**config.mk**
```make
export PLATFORM = sky130hd
export DESIGN_NAME = char_lcd_shadow_refresh_unit
export DESIGN_NICKNAME = d
export VERILOG_FILES = /design/src/sv/lcdsr_pkg.sv /design/src/sv/lcdsr_buffer.sv /design/src/sv/char_lcd_shadow_refresh_unit.sv
export SDC_FILE = /design/constraint.sdc
export NUM_CORES = 1
export LEC_CHECK = 0
export BUFFER_PORTS_ARGS = -buffer_cell sky130_fd_sc_hd__buf_2
export CAP_MARGIN = 20
export CORE_ASPECT_RATIO = 1.4
export CORE_MARGIN = 2
export CORE_UTILIZATION = 61
export DETAILED_ROUTE_END_ITERATION = 10
export PLACE_DENSITY_LB_ADDON = 0.12
export SLEW_MARGIN = 10
export SYNTH_ARGS = -nofsm -noshare
export SYNTH_HDL_FRONTEND = slang
export SYNTH_SLANG_ARGS = --single-unit
```
**constraint.sdc**
```tcl
create_clock -name clk_i -period 4.6 [get_ports clk_i]
set_input_delay 1.15 -clock clk_i [delete_from_list [all_inputs] [get_ports clk_i]]
set_output_delay 1.15 -clock clk_i [all_outputs]
set_load 0.02 [all_outputs]
```
**src/sv/lcdsr_pkg.sv**
```systemverilog
// Shared types and constants for the character LCD shadow refresh unit.
// Used by lcdsr_buffer and char_lcd_shadow_refresh_unit; depends on nothing.
package lcdsr_pkg;

  localparam int LINE_LENGTH = 16;
  localparam int LINE_COUNT  = 2;

  // Host operation codes.
  typedef enum logic [2:0] {
    OP_INIT      = 3'd0,
    OP_WRITE     = 3'd1,
    OP_SET_CUR   = 3'd2,
    OP_LINE_CHAR = 3'd3,
    OP_TICK      = 3'd4,
    OP_RAW       = 3'd5
  } op_e;

  // Register word index on the configuration port.
  localparam logic REG_INTERVAL = 1'b0;

  localparam logic [7:0] SPACE_CHAR     = 8'h20;
  localparam logic [7:0] CMD_ROW0_ADDR  = 8'h02;
  localparam logic [7:0] CMD_ROW1_ADDR  = 8'hC0;
  localparam logic [7:0] INTERVAL_RESET = 8'd2;
  localparam logic [2:0] INIT_LAST_IDX  = 3'd6;

  // Control flags from the sequencer to the buffer.
  typedef struct packed {
    logic we;       // store one character
    logic re;       // read one character
    logic clr_all;  // whole buffer back to spaces
    logic pad;      // tail of one line back to spaces
  } lcdsr_buf_ctrl_t;

  // Panel start-up sequence, all command bytes.
  function automatic logic [7:0] start_byte(input logic [2:0] idx);
    logic [7:0] b;
    case (idx)
      3'd0, 3'd1, 3'd2, 3'd3: b = 8'h38;
      3'd4:                   b = 8'h0C;
      3'd5:                   b = 8'h06;
      3'd6:                   b = 8'h01;
      default:                b = 8'h01;
    endcase
    return b;
  endfunction

endpackage

```
**src/sv/lcdsr_buffer.sv**
```systemverilog
// Character shadow buffer: one synchronous memory with a registered read port.
// Per-entry valid bits make a cleared entry read as a space. Uses lcdsr_pkg.
module lcdsr_buffer #(
  parameter int LineLength = lcdsr_pkg::LINE_LENGTH,
  parameter int LineCount  = lcdsr_pkg::LINE_COUNT,
  localparam int Depth     = LineLength * LineCount,
  localparam int AddrW     = $clog2(Depth),
  localparam int ColW      = $clog2(LineLength + 1)
) (
  input  logic                       clk_i,
  input  logic                       rst_ni,
  input  lcdsr_pkg::lcdsr_buf_ctrl_t ctrl_i,
  input  logic [AddrW-1:0]           waddr_i,
  input  logic [7:0]                 wdata_i,
  input  logic [AddrW-1:0]           raddr_i,
  input  logic                       pad_line_i,
  input  logic [ColW-1:0]            pad_from_i,
  output logic [7:0]                 rdata_o
);

  logic [7:0]       mem_q [Depth];
  logic [Depth-1:0] valid_q;
  logic [7:0]       rdata_q;
  logic             rvalid_q;

  always_ff @(posedge clk_i) begin
    if (ctrl_i.we) begin
      mem_q[waddr_i] <= wdata_i;
    end
    if (ctrl_i.re) begin
      rdata_q  <= mem_q[raddr_i];
      rvalid_q <= valid_q[raddr_i];
    end
  end

  // A pad clears every entry of the chosen line from the fill column on.
  always_ff @(posedge clk_i or negedge rst_ni) begin
    if (!rst_ni) begin
      valid_q <= '0;
    end else begin
      for (int i = 0; i < Depth; i++) begin
        if (ctrl_i.clr_all) begin
          valid_q[i] <= 1'b0;
        end else if (ctrl_i.pad && (i / LineLength == int'(pad_line_i)) &&
                     (i % LineLength >= int'(pad_from_i))) begin
          valid_q[i] <= 1'b0;
        end else if (ctrl_i.we && (int'(waddr_i) == i)) begin
          valid_q[i] <= 1'b1;
        end
      end
    end
  end

  assign rdata_o = rvalid_q ? rdata_q : lcdsr_pkg::SPACE_CHAR;

endmodule

```
**src/sv/char_lcd_shadow_refresh_unit.sv**
```systemverilog
// Top level of the character LCD shadow refresh unit: host sequencer, refresh
// timer, output register and configuration port. Uses lcdsr_pkg, lcdsr_buffer.

// The unit keeps a LineCount x LineLength character shadow of the panel and
// sends it out one byte per refresh interval, counted in millisecond tick
// items. Buffer writes, cursor sets, line characters (including the space
// padding of a line end, done at once through the valid bits) and ticks that
// send nothing finish in their accept cycle. A tick that sends a character
// goes through the buffer memory read, the staging register, and the load of
// the output register, which waits for a free output slot; a line-address
// tick and a raw command skip the read. Init clears the buffer in its accept
// cycle, then loads the seven start-up bytes in turn as the output register is drained.
// An item is taken only while no earlier byte is still being staged and no
// start-up bytes are still being sent, but the output register lets the next item in while a byte waits for the sink.
// The refresh interval register sits at byte address 0 and resets to 2.
module char_lcd_shadow_refresh_unit #(
  parameter int LineLength = lcdsr_pkg::LINE_LENGTH,
  parameter int LineCount  = lcdsr_pkg::LINE_COUNT
) (
  input  logic        clk_i,
  input  logic        rst_ni,
  // Host items
  input  logic        in_valid_i,
  output logic        in_ready_o,
  input  logic [2:0]  op_i,
  input  logic        line_i,
  input  logic [3:0]  column_i,
  input  logic [7:0]  char_data_i,
  // Panel bytes
  output logic        out_valid_o,
  input  logic        out_ready_i,
  output logic        is_data_o,
  output logic [7:0]  lcd_byte_o,
  output logic        last_o,
  // Configuration
  input  logic        psel,
  input  logic        penable,
  input  logic        pwrite,
  input  logic [2:0]  paddr,
  input  logic [31:0] pwdata,
  output logic [31:0] prdata,
  output logic        pready
);

  localparam int Depth  = LineLength * LineCount;
  localparam int AddrW  = $clog2(Depth);
  localparam int ColW   = $clog2(LineLength + 1);
  localparam int CurMax = (2 * LineLength > LineLength + 15) ? 2 * LineLength
                                                             : LineLength + 15;
  localparam int CurW   = $clog2(CurMax + 1);

  localparam logic [1:0] ST_IDLE = 2'd0;
  localparam logic [1:0] ST_READ = 2'd1;
  localparam logic [1:0] ST_EMIT = 2'd2;
  localparam logic [1:0] ST_INIT = 2'd3;

  logic [1:0]      state_q, state_d;
  logic [7:0]      interval_q;
  logic [CurW-1:0] cursor_q, cursor_d;
  logic [ColW-1:0] fill_q, fill_d;
  logic            row_q, row_d;
  logic [ColW-1:0] col_q, col_d;
  logic [7:0]      ms_q, ms_d;
  logic [2:0]      init_cnt_q, init_cnt_d;
  logic [7:0]      pend_byte_q, pend_byte_d;
  logic            pend_is_data_q, pend_is_data_d;

  logic            out_valid_q, out_valid_d;
  logic            out_is_data_q, out_is_data_d;
  logic [7:0]      out_byte_q, out_byte_d;
  logic            out_last_q, out_last_d;

  lcdsr_pkg::lcdsr_buf_ctrl_t buf_ctrl;
  logic [AddrW-1:0] buf_waddr, buf_raddr;
  logic [7:0]       buf_wdata, buf_rdata;

  logic            accept;
  logic            slot_free;
  logic            line_ok;
  logic [CurW-1:0] cursor_wr;
  logic [7:0]      ms_inc;
  logic [AddrW-1:0] line_base, row_base;
  logic            cfg_write;

  assign in_ready_o = (state_q == ST_IDLE);
  assign accept     = in_valid_i && in_ready_o;
  assign slot_free  = !out_valid_q || out_ready_i;
  assign line_ok    = int'(line_i) < LineCount;
  assign cursor_wr  = (cursor_q >= CurW'(Depth)) ? '0 : cursor_q;
  assign ms_inc     = (ms_q == 8'hFF) ? ms_q : ms_q + 8'd1;
  assign line_base  = line_i ? AddrW'(LineLength) : '0;
  assign row_base   = row_q ? AddrW'(LineLength) : '0;

  always_comb begin
    state_d        = state_q;
    cursor_d       = cursor_q;
    fill_d         = fill_q;
    row_d          = row_q;
    col_d          = col_q;
    ms_d           = ms_q;
    init_cnt_d     = init_cnt_q;
    pend_byte_d    = pend_byte_q;
    pend_is_data_d = pend_is_data_q;
    buf_ctrl       = '0;
    buf_waddr      = cursor_wr[AddrW-1:0];
    buf_wdata      = char_data_i;
    buf_raddr      = row_base + AddrW'(col_q);
    out_valid_d    = out_valid_q && !out_ready_i;
    out_is_data_d  = out_is_data_q;
    out_byte_d     = out_byte_q;
    out_last_d     = out_last_q;

    case (state_q)
      ST_IDLE: begin
        if (accept) begin
          case (op_i)
            lcdsr_pkg::OP_INIT: begin
              buf_ctrl.clr_all = 1'b1;
              cursor_d   = '0;
              fill_d     = '0;
              row_d      = 1'b0;
              col_d      = '0;
              ms_d       = '0;
              init_cnt_d = '0;
              state_d    = ST_INIT;
            end
            lcdsr_pkg::OP_WRITE: begin
              buf_ctrl.we = 1'b1;
              cursor_d    = cursor_wr + CurW'(1);
            end
            lcdsr_pkg::OP_SET_CUR: begin
              cursor_d = (line_i ? CurW'(LineLength) : '0) + CurW'(column_i);
            end
            lcdsr_pkg::OP_LINE_CHAR: begin
              if (char_data_i != 8'd0) begin
                if (fill_q < ColW'(LineLength)) begin
                  buf_ctrl.we = line_ok;
                  buf_waddr   = line_base + AddrW'(fill_q);
                  fill_d      = fill_q + ColW'(1);
                end
              end else begin
                buf_ctrl.pad = line_ok;
                cursor_d = line_i ? CurW'(2 * LineLength) : CurW'(LineLength);
                fill_d   = '0;
              end
            end
            lcdsr_pkg::OP_TICK: begin
              if (ms_inc >= interval_q) begin
                ms_d = '0;
                if (col_q >= ColW'(LineLength)) begin
                  // End of a line: move to the next row's address.
                  col_d          = '0;
                  row_d          = (LineCount > 1) ? ~row_q : 1'b0;
                  pend_byte_d    = row_d ? lcdsr_pkg::CMD_ROW1_ADDR
                                         : lcdsr_pkg::CMD_ROW0_ADDR;
                  pend_is_data_d = 1'b0;
                  state_d        = ST_EMIT;
                end else begin
                  buf_ctrl.re = 1'b1;
                  col_d       = col_q + ColW'(1);
                  state_d     = ST_READ;
                end
              end else begin
                ms_d = ms_inc;
              end
            end
            lcdsr_pkg::OP_RAW: begin
              pend_byte_d    = char_data_i;
              pend_is_data_d = 1'b0;
              state_d        = ST_EMIT;
            end
            default: begin
            end
          endcase
        end
      end
      ST_READ: begin
        pend_byte_d    = buf_rdata;
        pend_is_data_d = 1'b1;
        state_d        = ST_EMIT;
      end
      ST_EMIT: begin
        if (slot_free) begin
          out_valid_d   = 1'b1;
          out_is_data_d = pend_is_data_q;
          out_byte_d    = pend_byte_q;
          out_last_d    = 1'b1;
          state_d       = ST_IDLE;
        end
      end
      ST_INIT: begin
        if (slot_free) begin
          out_valid_d   = 1'b1;
          out_is_data_d = 1'b0;
          out_byte_d    = lcdsr_pkg::start_byte(init_cnt_q);
          out_last_d    = (init_cnt_q == lcdsr_pkg::INIT_LAST_IDX);
          init_cnt_d    = init_cnt_q + 3'd1;
          if (init_cnt_q == lcdsr_pkg::INIT_LAST_IDX) begin
            state_d = ST_IDLE;
          end
        end
      end
      default: begin
        state_d = ST_IDLE;
      end
    endcase
  end

  lcdsr_buffer #(
    .LineLength (LineLength),
    .LineCount  (LineCount)
  ) u_buffer (
    .clk_i      (clk_i),
    .rst_ni     (rst_ni),
    .ctrl_i     (buf_ctrl),
    .waddr_i    (buf_waddr),
    .wdata_i    (buf_wdata),
    .raddr_i    (buf_raddr),
    .pad_line_i (line_i),
    .pad_from_i (fill_q),
    .rdata_o    (buf_rdata)
  );

  always_ff @(posedge clk_i or negedge rst_ni) begin
    if (!rst_ni) begin
      state_q     <= ST_IDLE;
      cursor_q    <= '0;
      fill_q      <= '0;
      row_q       <= 1'b0;
      col_q       <= '0;
      ms_q        <= '0;
      init_cnt_q  <= '0;
      out_valid_q <= 1'b0;
    end else begin
      state_q     <= state_d;
      cursor_q    <= cursor_d;
      fill_q      <= fill_d;
      row_q       <= row_d;
      col_q       <= col_d;
      ms_q        <= ms_d;
      init_cnt_q  <= init_cnt_d;
      out_valid_q <= out_valid_d;
    end
  end

  always_ff @(posedge clk_i) begin
    pend_byte_q    <= pend_byte_d;
    pend_is_data_q <= pend_is_data_d;
    out_is_data_q  <= out_is_data_d;
    out_byte_q     <= out_byte_d;
    out_last_q     <= out_last_d;
  end

  // Configuration port: the byte offset inside the word is ignored.
  assign pready    = 1'b1;
  assign cfg_write = psel && penable && pwrite && pready &&
                     (paddr[2] == lcdsr_pkg::REG_INTERVAL);
  assign prdata    = (paddr[2] == lcdsr_pkg::REG_INTERVAL) ? {24'd0, interval_q}
                                                           : 32'd0;

  always_ff @(posedge clk_i or negedge rst_ni) begin
    if (!rst_ni) begin
      interval_q <= lcdsr_pkg::INTERVAL_RESET;
    end else if (cfg_write) begin
      interval_q <= pwdata[7:0];
    end
  end

  assign out_valid_o = out_valid_q;
  assign is_data_o   = out_is_data_q;
  assign lcd_byte_o  = out_byte_q;
  assign last_o      = out_last_q;

`ifndef SYNTH
  // Only start-up bytes come without the end-of-run mark, and they are commands.
  a_data_is_last: assert property (@(posedge clk_i) disable iff (!rst_ni)
    out_valid_o |-> (last_o || !is_data_o))
    else $error("character byte without last");

  a_col_range: assert property (@(posedge clk_i) disable iff (!rst_ni)
    col_q <= ColW'(LineLength))
    else $error("refresh column out of range");

  a_fill_range: assert property (@(posedge clk_i) disable iff (!rst_ni)
    fill_q <= ColW'(LineLength))
    else $error("fill column out of range");

  a_cursor_range: assert property (@(posedge clk_i) disable iff (!rst_ni)
    cursor_q <= CurW'(CurMax))
    else $error("write cursor out of range");

  // A buffer read always hands its byte to the staging cycle next.
  a_read_then_emit: assert property (@(posedge clk_i) disable iff (!rst_ni)
    buf_ctrl.re |=> (state_q == ST_READ))
    else $error("buffer read lost");
`endif

endmodule
```
Word level (Yosys, flattened, before mapping)
Memory sizes are Yosys's and may differ from the RTL's. A register that Yosys moved wholly into a read port is not among the register bits.
Cells that the tools add are included.
Word-level totals
  output and inout port bits: 45
  word-level logic and storage cells: 439
  bits in registers: 91
  bits of input ports: 58
  RAM bits: 256
  memories: 1
Memory list
  u_buffer.mem_q: depth 32, width 8, read ports 1, clocked after memory_dff 1, wr ports 1, RTL line lcdsr_buffer.sv:21  | logic [7:0] mem_q [Depth];
Operators by class
  reductions and logical operators: 128
  bitwise operators: 3
  $add $sub $neg: 8
  equal/unequal tests: 59
  muxes and demuxes: 172
  order comparisons: 21
Operators with widths (number)
  two-way mux 1 bit: 118
  nonzero test 3 bit: 32
  equality test 5 bit (second input constant): 16
  two-way mux 8 bit: 10
  logical AND 1 bit: 71
  case mux 8 bit (2 select lines): 4
  two-way mux 5 bit: 12
  equality test 5 x 4 -> 1 bit (second input constant): 8
  >= comparator 4 x 5 -> 1 bit (first input constant): 8
  case mux 6 bit (4 select lines): 1
  equality test 5 x 3 -> 1 bit (second input constant): 4
  >= comparator 3 x 5 -> 1 bit (first input constant): 4
  case mux 5 bit (2 select lines): 2
  two-way mux 6 bit: 3
  case mux 6 bit (3 select lines): 1
  AND reduction 4 bit: 4
  equality test 3 bit (second input constant): 5
  equality test 3 x 2 -> 1 bit (second input constant): 4
  two-way mux 2 bit: 6
  inequality test 2 bit (second input constant): 6
  case mux 1 bit (2 select lines): 6
  adder 5 x 1 -> 5 bit (second input constant): 2
  adder 5 bit: 2
  equality test 5 x 2 -> 1 bit (second input constant): 2
  40 further kinds: 60

Depth between registers and ports, before layout
Gate-level depths: netlist (run 1).
  depth in word-level cells: 12
  mapped depth: 12
  mapped depth without buffers: 10

By module
A second synthesis (run 1) with hierarchy kept.
Unflattened totals
  cell total of the unflattened synthesis: 992
  area total of the unflattened synthesis: 15686.3 um2
By module, submodules not included
  lcdsr_buffer: cells an instance 595, instances 1, seq. area each 8758.4 um2, area each 11962.7 um2
  char_lcd_shadow_refresh_unit: cells an instance 397, instances 1, seq. area each 1547.7 um2, area each 3723.6 um2

Worst setup path before layout (run 1)
OpenSTA, ideal clock, no wires.
  kind: register -> register
  start: register ms_q[5]
  end: register u_buffer.rdata_q[0] (read register of u_buffer.mem_q) (enable)
  required time: 4.203 ns
  arrival: 2.997 ns
  buffers on the path: 1
  library setup time: 0.397 ns
  stages on the path, launching flop included: 10
  slack: 1.206 ns
  clock period less this slack: 3.394 ns
  cells stage by stage: dfrtp_1 -> clkbuf_1 -> and4_1 -> a31o_2 -> or2_2 -> xnor2_1 -> ha_1 -> nand3_1 -> a211o_1 -> a211oi_1
RTL lines
  from (decl): RTL line char_lcd_shadow_refresh_unit.sv:63  | logic [7:0] ms_q, ms_d;
  from (signal assigned): RTL line char_lcd_shadow_refresh_unit.sv:240  | ms_q <= ms_d;
  to (decl): RTL line lcdsr_buffer.sv:23  | logic [7:0] rdata_q;

Final worst setup path (run 1)
  start: input port in_valid_i
  end: memory u_buffer.mem_q[11][1] (enable)
On the way
  cells in the longest elaborated chain, start to end: 5
  elaborated cells between the ends (all ways): 7
  classes of those cells: 6 x mux; 1 x reduce/logical
Ends and longest elaborated chain
  from (decl): RTL line char_lcd_shadow_refresh_unit.sv:23  | input logic in_valid_i,
  logical AND 1 bit *: RTL line char_lcd_shadow_refresh_unit.sv:86  | assign accept = in_valid_i && in_ready_o;
  two-way mux 4 bit: RTL line char_lcd_shadow_refresh_unit.sv:115  | if (accept) begin
  two-way mux 4 bit: RTL line char_lcd_shadow_refresh_unit.sv:113  | case (state_q)
  two-way mux 1 bit: RTL line lcdsr_buffer.sv:27  | if (ctrl_i.we) begin
  two-way mux 1 bit (implied by the code): RTL line lcdsr_buffer.sv:28  | mem_q[waddr_i] <= wdata_i;
  to (decl): RTL line lcdsr_buffer.sv:21
Mark *: on every way between the ends. The rest lies on a longest branch, timed or not.

==> summary.md, run 1 <==
| Metric | Value |
|---|---|
| Status | `completed` |
| Worst Tran Pin Value | `1.11 ns` |
| Fraction of registers with async set/reset | `0.200` |
| CTS Hold Bufs | `0` |
| Die Area | `26900 um^2` |
| DRT Wirelength | `33900 um` |
| Post-Syn Area | `15600 um^2` |
| Clock Latency Late Sink | `0.51 ns` |
| Max Root-Sink Buffers | `3` |
| CP required | `4.71 ns` |
| H-tree levels | `2` |
| Number of DRC markers in iteration 0 | `663` |
| Yosys warning total | `0` |
| Sink Count | `355` |
| Hold_sp | `u_buffer.valid_q[27]` |
| CTS resizes | `0` |
| Hold slack | `0.488 ns` |
| DP Wirelength | `22600 um` |
| CP startpoint kind | `input port` |
| Initial antenna violation count | `0` |
| Post-Route Setup TNS | `0 ns` |
| Synth top cells by count | `edfxtp_1, mux4_2, nor2_1, dfrtp_1, nand2_1` |
| Slew Limit Fails | `0` |
| Hold depth | `1` |
| CP Capture Type | `register` |
| Rel. slew slack | `0.259` |
| Chip width | `139 um` |
| RePlAce Congestion | `0.878` |
| WS Path Type | `in2reg` |
| Worst R2R Start | `ms_q[5]` |
| Tmin final | `3.61 ns` |
| Vias in the first global route | `8979` |
| Met1 Use GR | `0.323` |
| Cell taking the most area after synthesis | `edfxtp_1` |
| Worst path cell trace | `buf_2 > or3b_1 > a2111oi_4 > buf_4 > a41oi_1 > nor2_1` |
| Synth top area share | `0.546` |
| PD cells | `488 nW/um^2` |
| Top cells by area, synth | `edfxtp_1, mux4_2, dfrtp_1` |
| Peak supply drop | `0.447 mV` |
| CTS clk-pin slew, worst paths | `0.06 ns` |
| Fill cells | `1712` |
| Clock root cell | `clkbuf_16` |
| Critical path arrival | `3.72 ns` |
| Starting Density | `0.617` |
| Util after Layout | `0.684` |
| Die Ht | `193 um` |
| RR Endpoint | `ms_q[0]` |
| Synth unique cells | `60` |
| Synthesized flop and latch total | `355` |
| Worst setup startpoint | `in_valid_i` |
| Min-Delay Endpoint | `u_buffer.valid_q[27]` |
| Mapped Avg Cell Area | `15.6 um^2` |
| Worst path max stage delay | `0.94 ns` |
| Vias per cell | `6.36` |
| Share of cells above drive strength 1 | `0.221` |
| Buffers on Ports | `51` |
| Final setup vio count | `0` |
| Cell count after synthesis | `998` |
| Rows | `69` |
| Setup Skew | `0.0162 ns` |
| Number of synthesized flops with an enable pin | `284` |
| DRC | `0` |
| Period Utilization, post-route | `0.785` |
| Global route hottest layer | `met2` |
| Synth Flop Type | `edfxtp_1` |
| CTS tree | `built` |
| Design area | `17300 um^2` |
| CTS Buf Count | `34` |
| Core area | `25300 um^2` |
| M2 GR Usage | `0.461` |
| Final std cells w/o fill | `1410` |
| Final Hold Fails | `0` |
| First-pass GRT wire length | `52200 um` |
| DP Cell Count | `1346` |
| Fmax | `0.277 GHz` |
| Worst-path maximum fanout | `9` |
| Initial DRT Pass Iterations | `6` |
| Buffers and inverters on the worst path | `2` |
| Wire per inst | `24.1 um` |
| # IOs | `103` |
| P_leak | `6.06 nW` |
| R2r worst-path depth | `10` |
| Hold Path Class | `reg2reg` |
| Area delta synth->final | `10.8%` |
| Sequential share of the synthesized area | `0.660` |
| Gr ovfl total | `0` |
| Post CTS Setup Buffer Count | `0` |
| RSZ-0062 raised after global routing | `false` |
| Grt met3 use | `0.0364` |
| Delay-heaviest family, CP | `simple AND/OR/NAND/NOR gates` |
| CP max-delay cell | `nor2_1` |
| Number of nets with antenna violations after routing | `0` |
| Number of inserted diodes | `0` |
| Most frequent cell after synthesis | `edfxtp_1` |
| Flop-to-flop setup slack | `1.22 ns` |
| Max cap viols | `0` |
| Placed Area | `16200 um^2` |
| GRT Util Overall | `0.256` |
| Via count | `8974` |
| Largest net degree at the start of global routing | `72` |
| NumNets Final | `1146` |
[layout make-up]
class                      count  area, um^2  area share
tap                          319         399      0.0231
clock buffer                  51         976      0.0564
multi-input combinational    560        4880       0.282
inverter                      29         109     0.00629
sequential                   355       10300       0.596
clock inverter                 8        67.6     0.00391
timing repair buffer          88         559      0.0323
[cells by family after synthesis]
kind of cell	share of synthesized area
XOR/XNOR	0.00673
buffers and inverters	0.0333
other	0.000481
AO/OA/AOI/OAI	0.0781
flip-flops	0.660
adder cells (fa/ha/maj)	0.0160
multiplexers	0.138
AND/OR/NAND/NOR	0.0672
[per-layer routing]
metal  part of all wire  up-vias
met5                  0        -
met4              0.032        0
met3              0.049       67
met2               0.54      320
met1               0.38     4588
li1                   -     3999
[state kept, by name (all words and copies together), names as in the netlist, 2 cells and up]
register,count
col_q,5
cursor_q,6
fill_q,5
init_cnt_q,3
interval_q,8
lcd_byte_o,8
ms_q,8
pend_byte_q,8
state_q,2
u_buffer.mem_q,256
u_buffer.rdata_q,8
u_buffer.valid_q,32
[cell usage in the layout, fill, tap and decap left out, types with 9 or more instances in the layout]
cell type  netlist  routed
nand4_1         12      12
mux4_2          81      81
o21ai_0         22      22
inv_1           29      29
o21a_1          38      38
buf_4           26      34
clkbuf_1        31      12
buf_2            8      50
a22oi_1         12      12
a31oi_1         15      15
nand3_1         22      22
nor2_1          77      77
dfrtp_1         70      68
conb_1           2      25
ha_1            20      20
edfxtp_1       284     284
clkbuf_16        0      35
nand2_1         41      41
mux2_2           9       9
a21oi_1         39      39
nor3_1          14      14
mux2i_1         20      20
[power by group]
part	internal, W	switching (W)	leakage (nW)
logic	0.000802	0.000957	2.05
registers	0.00374	0.000302	3.50
clock network	0.00152	0.00113	0.507
[stage by stage]
step	power [W]	worst slack, ns
final	0.00845	0.989
after CTS	0.00849	0.956
after floorplan	0.00534	1.21
after detailed placement	0.00585	0.448
after global routing	0.00881	0.880
after global placement	0.00581	0.478
[worst max path at each step]
stage,endpoint,cells past startpoint
2_1_floorplan,u_buffer.rdata_q[0],9
3_3_place_gp,u_buffer.mem_q[11][2],6
3_5_place_dp,u_buffer.mem_q[11][7],6
4_1_cts,u_buffer.mem_q[11][1],6
5_1_grt,u_buffer.mem_q[11][1],6
6_report,u_buffer.mem_q[11][1],6
No activity file was read; power rests on OpenSTA's default activity.
==> inputs of run 2 (changes only) <==
ABC_AREA = 1   (was default)
clock period = 3.4 ns   (was 4.6 ns; I/O delays follow)
==> summary.md, run 2 <==
| Metric | Value |
|---|---|
| DP Wirelength | `25700 um (+14%)` |
| Tmin final | `3.02 ns` |
| Largest net degree at the start of global routing | `149 (+110%)` |
| CP Capture Type | `register` |
| Number of flip-flops in the largest register | `256 (unchanged)` |
| Fmax | `0.331 GHz` |
| Rel. slew slack | `0.463 (+0.204)` |
| Sink Count | `355 (unchanged)` |
| Yosys warning total | `0 (unchanged)` |
| Max Root-Sink Buffers | `3 (unchanged)` |
| Buffers on Ports | `51 (unchanged)` |
| R2r worst-path depth | `17 (+7)` |
| Vias per cell | `5.85 (-8.1%)` |
| Delay-heaviest family, CP | `simple AND/OR/NAND/NOR gates` |
| Status | `completed` |
| DRT Wirelength | `39800 um (+17%)` |
| Worst R2R Start | `ms_q[1]` |
| Synthesized flop and latch total | `355 (unchanged)` |
| Synth Flop Type | `edfxtp_1` |
| Worst path cell trace | `ha_1 > nand2_1 > nor2_1 > nand3_1 > buf_4 > o21ai_0 > ha_1 > a21oi_1 > o21ai_0 > nand2_1 > nand4_1 > nand2_2 > inv_1 > nand2_2 > clkinvlp_4 > nand2_1 > nand2_1` |
| Commonest non-fill, non-tap cell in the layout | `edfxtp_1` |
| Buffers and inverters on the worst path | `3 (+1)` |
| Final setup vio count | `0 (unchanged)` |
| Initial DRT Pass Iterations | `5 (-1)` |
| Largest registers | `u_buffer.mem_q x256, u_buffer.valid_q x32` |
| Most frequent CP cell | `nand2_1` |
| Hold slack | `0.356 ns (-0.132 ns)` |
| Cell count after synthesis | `1543 (+55%)` |
| Core area | `26000 um^2 (+2.8%)` |
| Synth top cells by count | `edfxtp_1, nor2_1, o21ai_0, inv_1, nand2_1` |
| Hold Path Class | `in2async` |
| Mapped Avg Cell Area | `10.4 um^2 (-33%)` |
| Worst path max stage delay | `0.38 ns (-0.56 ns)` |
| CTS clk-pin slew, worst paths | `0.06 ns (about the same)` |
| CP max-delay cell | `dfrtp_1` |
| Wire per inst | `20.4 um (-15%)` |
| Peak supply drop | `0.536 mV (+20%)` |
| Number of synthesized flops with an enable pin | `284 (unchanged)` |
| Via count | `11400 (+27%)` |
| PD cells | `742 nW/um^2 (+52%)` |
| Vias in the first global route | `11100 (+24%)` |
| Multi-input logic area | `4800 um^2 (-1.6%)` |
| Cell taking the most area after synthesis | `edfxtp_1` |
| Post-Route Setup TNS | `0 ns (unchanged)` |
| Sequential share of the synthesized area | `0.640 (-0.0203)` |
| Starting Density | `0.619 (+0.00199)` |
| Synth top area share | `0.530 (-0.0168)` |
| CP required | `3.80 ns (-0.91 ns)` |
| RePlAce Congestion | `0.946 (+7.8%)` |
| Chip width | `141 um (+1.5%)` |
| H-tree levels | `2 (unchanged)` |
| Worst Tran Pin Value | `0.803 ns (-0.305 ns)` |
| CP startpoint kind | `register` |
| Fraction of registers with async set/reset | `0.200 (unchanged)` |
| Rows | `70 (+1.4%)` |
| Setup ws final | `0.383 ns (-0.606 ns)` |
| First-pass GRT wire length | `60500 um (+16%)` |
| RR Endpoint | `col_q[1]` |
| DRC | `0 (unchanged)` |
| Fill cells | `1941 (+13%)` |
| Number of nets with antenna violations after routing | `0 (unchanged)` |
| Design area | `18000 um^2 (+4.0%)` |
| Slew Limit Fails | `0 (unchanged)` |
| Die Ht | `196 um (+1.5%)` |
| Area delta synth->final | `11.7%` |
| Post-Syn Area | `16100 um^2 (+3.2%)` |
| Placed Area | `16900 um^2 (+4.0%)` |
| Die Area | `27700 um^2 (+3.1%)` |
| NumNets Final | `1684 (+47%)` |
| Setup Skew | `0.0176 ns (+0.00145 ns)` |
| P_leak | `7.13 nW (+18%)` |
| Share of cells above drive strength 1 | `0.120 (-0.101)` |
| Synth unique cells | `47 (-22%)` |
| Post-Place Worst Slack | `0.135 ns (-0.313 ns)` |
| CTS tree | `built` |
| Worst-path maximum fanout | `7 (-2)` |
| Max cap viols | `0 (unchanged)` |
| Gr ovfl total | `0 (unchanged)` |
| Post CTS Setup Buffer Count | `0 (unchanged)` |
| Period Utilization, post-route | `0.887` |
| RSZ-0062 raised after global routing | `false` |
| Clock root cell | `clkbuf_16` |
| WS Path Type | `reg2reg` |
| Most frequent cell after synthesis | `edfxtp_1` |
| Flop-to-flop setup slack | `0.38 ns (-0.84 ns)` |
| Most frequent cells in the layout | `edfxtp_1, nor2_1, o21ai_0, inv_1, nand2_1` |
| Util after Layout | `0.692 (+0.00765)` |
| Number of DRC markers in iteration 0 | `1103 (+66%)` |
| Top cells by area, synth | `edfxtp_1, dfrtp_1, o21ai_0` |
| Most flops, register | `u_buffer.mem_q` |
| CTS Buf Count | `34 (unchanged)` |
| GRT Util Overall | `0.290 (+0.0335)` |
| Critical path arrival | `3.42 ns (-0.30 ns)` |
| Final Hold Fails | `0 (unchanged)` |
| Clock Latency Late Sink | `0.53 ns (+0.02 ns)` |
| Number of inserted diodes | `0 (unchanged)` |
| Initial antenna violation count | `0 (unchanged)` |
| FF/Latch Area | `10300 um^2 (unchanged)` |
| # IOs | `103 (unchanged)` |
==> run 2: changes by cell type in the layout (fill, tap and decap cells not counted), moves of 37 or more <==
| cell | change |
|---|---|
| inv_1 | +123 |
| o22ai_1 | +37 |
| o21ai_0 | +191 |
| mux4_2 | -81 |
| nand3_1 | +69 |
| nand2_1 | +108 |
| nor2_1 | +154 |
==> run 2: area by class of cell <==
class	instances	share of cell area
Sequential cell	355	0.573
Multi-Input combinational cell	955	0.267
Clock buffer	42	0.0513
Timing Repair Buffer	98	0.0414
Inverter	161	0.0339
Tap cell	324	0.0225
Clock inverter	18	0.0105
Timing Repair inverter	1	0.000417
==> run 2: cell families after synthesis <==
group                      after synthesis  synth area share
and+or+nand+nor                        530             0.145
AOI/OAI and AO/OA                      374             0.128
DFF                                    355             0.640
buffers and inverters                  256            0.0677
adders and majority gates               20            0.0155
xor gates and xnor gates                 6           0.00326
other                                    2          0.000466
==> run 2: per-stage QoR <==
stage | total power (W) | instances
2_1_floorplan | 0.00829 | 1566
3_3_place_gp | 0.00948 | 1893
3_5_place_dp | 0.00958 | 1893
4_1_cts | 0.0133 | 1953
5_1_grt | 0.0140 | 1954
6_report | 0.0134 | 1954
==> run 2: worst max-delay path by stage <==
| stage | from | slack, ns | cells after the start | endpoint |
|---|---|---|---|---|
| floorplan | ms_q[0] | 0.48 | 14 | pend_byte_q[0] |
| global placement | char_data_i[1] | 0.16 | 11 | u_buffer.mem_q[3][0] |
| detailed placement | char_data_i[1] | 0.13 | 11 | u_buffer.mem_q[8][1] |
| CTS | ms_q[4] | 0.21 | 14 | u_buffer.rdata_q[2] |
| global route | ms_q[0] | 0.04 | 19 | col_q[1] |
| finish | ms_q[1] | 0.38 | 17 | col_q[1] |
==> run 2: repair_timing <==
action / CTS / global route
endpoints found under the hold margin: 0 / 0
setup endpoints to repair: 0 / 10
hold buffers: 0 / 0
resized for setup: 0 / 4
==> run 2: power breakdown <==
group          switching, W  internal [W]
sequential         0.000250       0.00523
combinational       0.00288       0.00120
clock               0.00156       0.00223
==> run 2: metal layers <==
layer / vias to the layer above / routed length, um / GRT usage
met5: - / 0 / 0
met3: 114 / 2340 / 0.0371
li1: 5436 / - / -
met1: 5449 / 14900 / 0.354
met4: 0 / 1860 / 0.147
met2: 436 / 20700 / 0.506
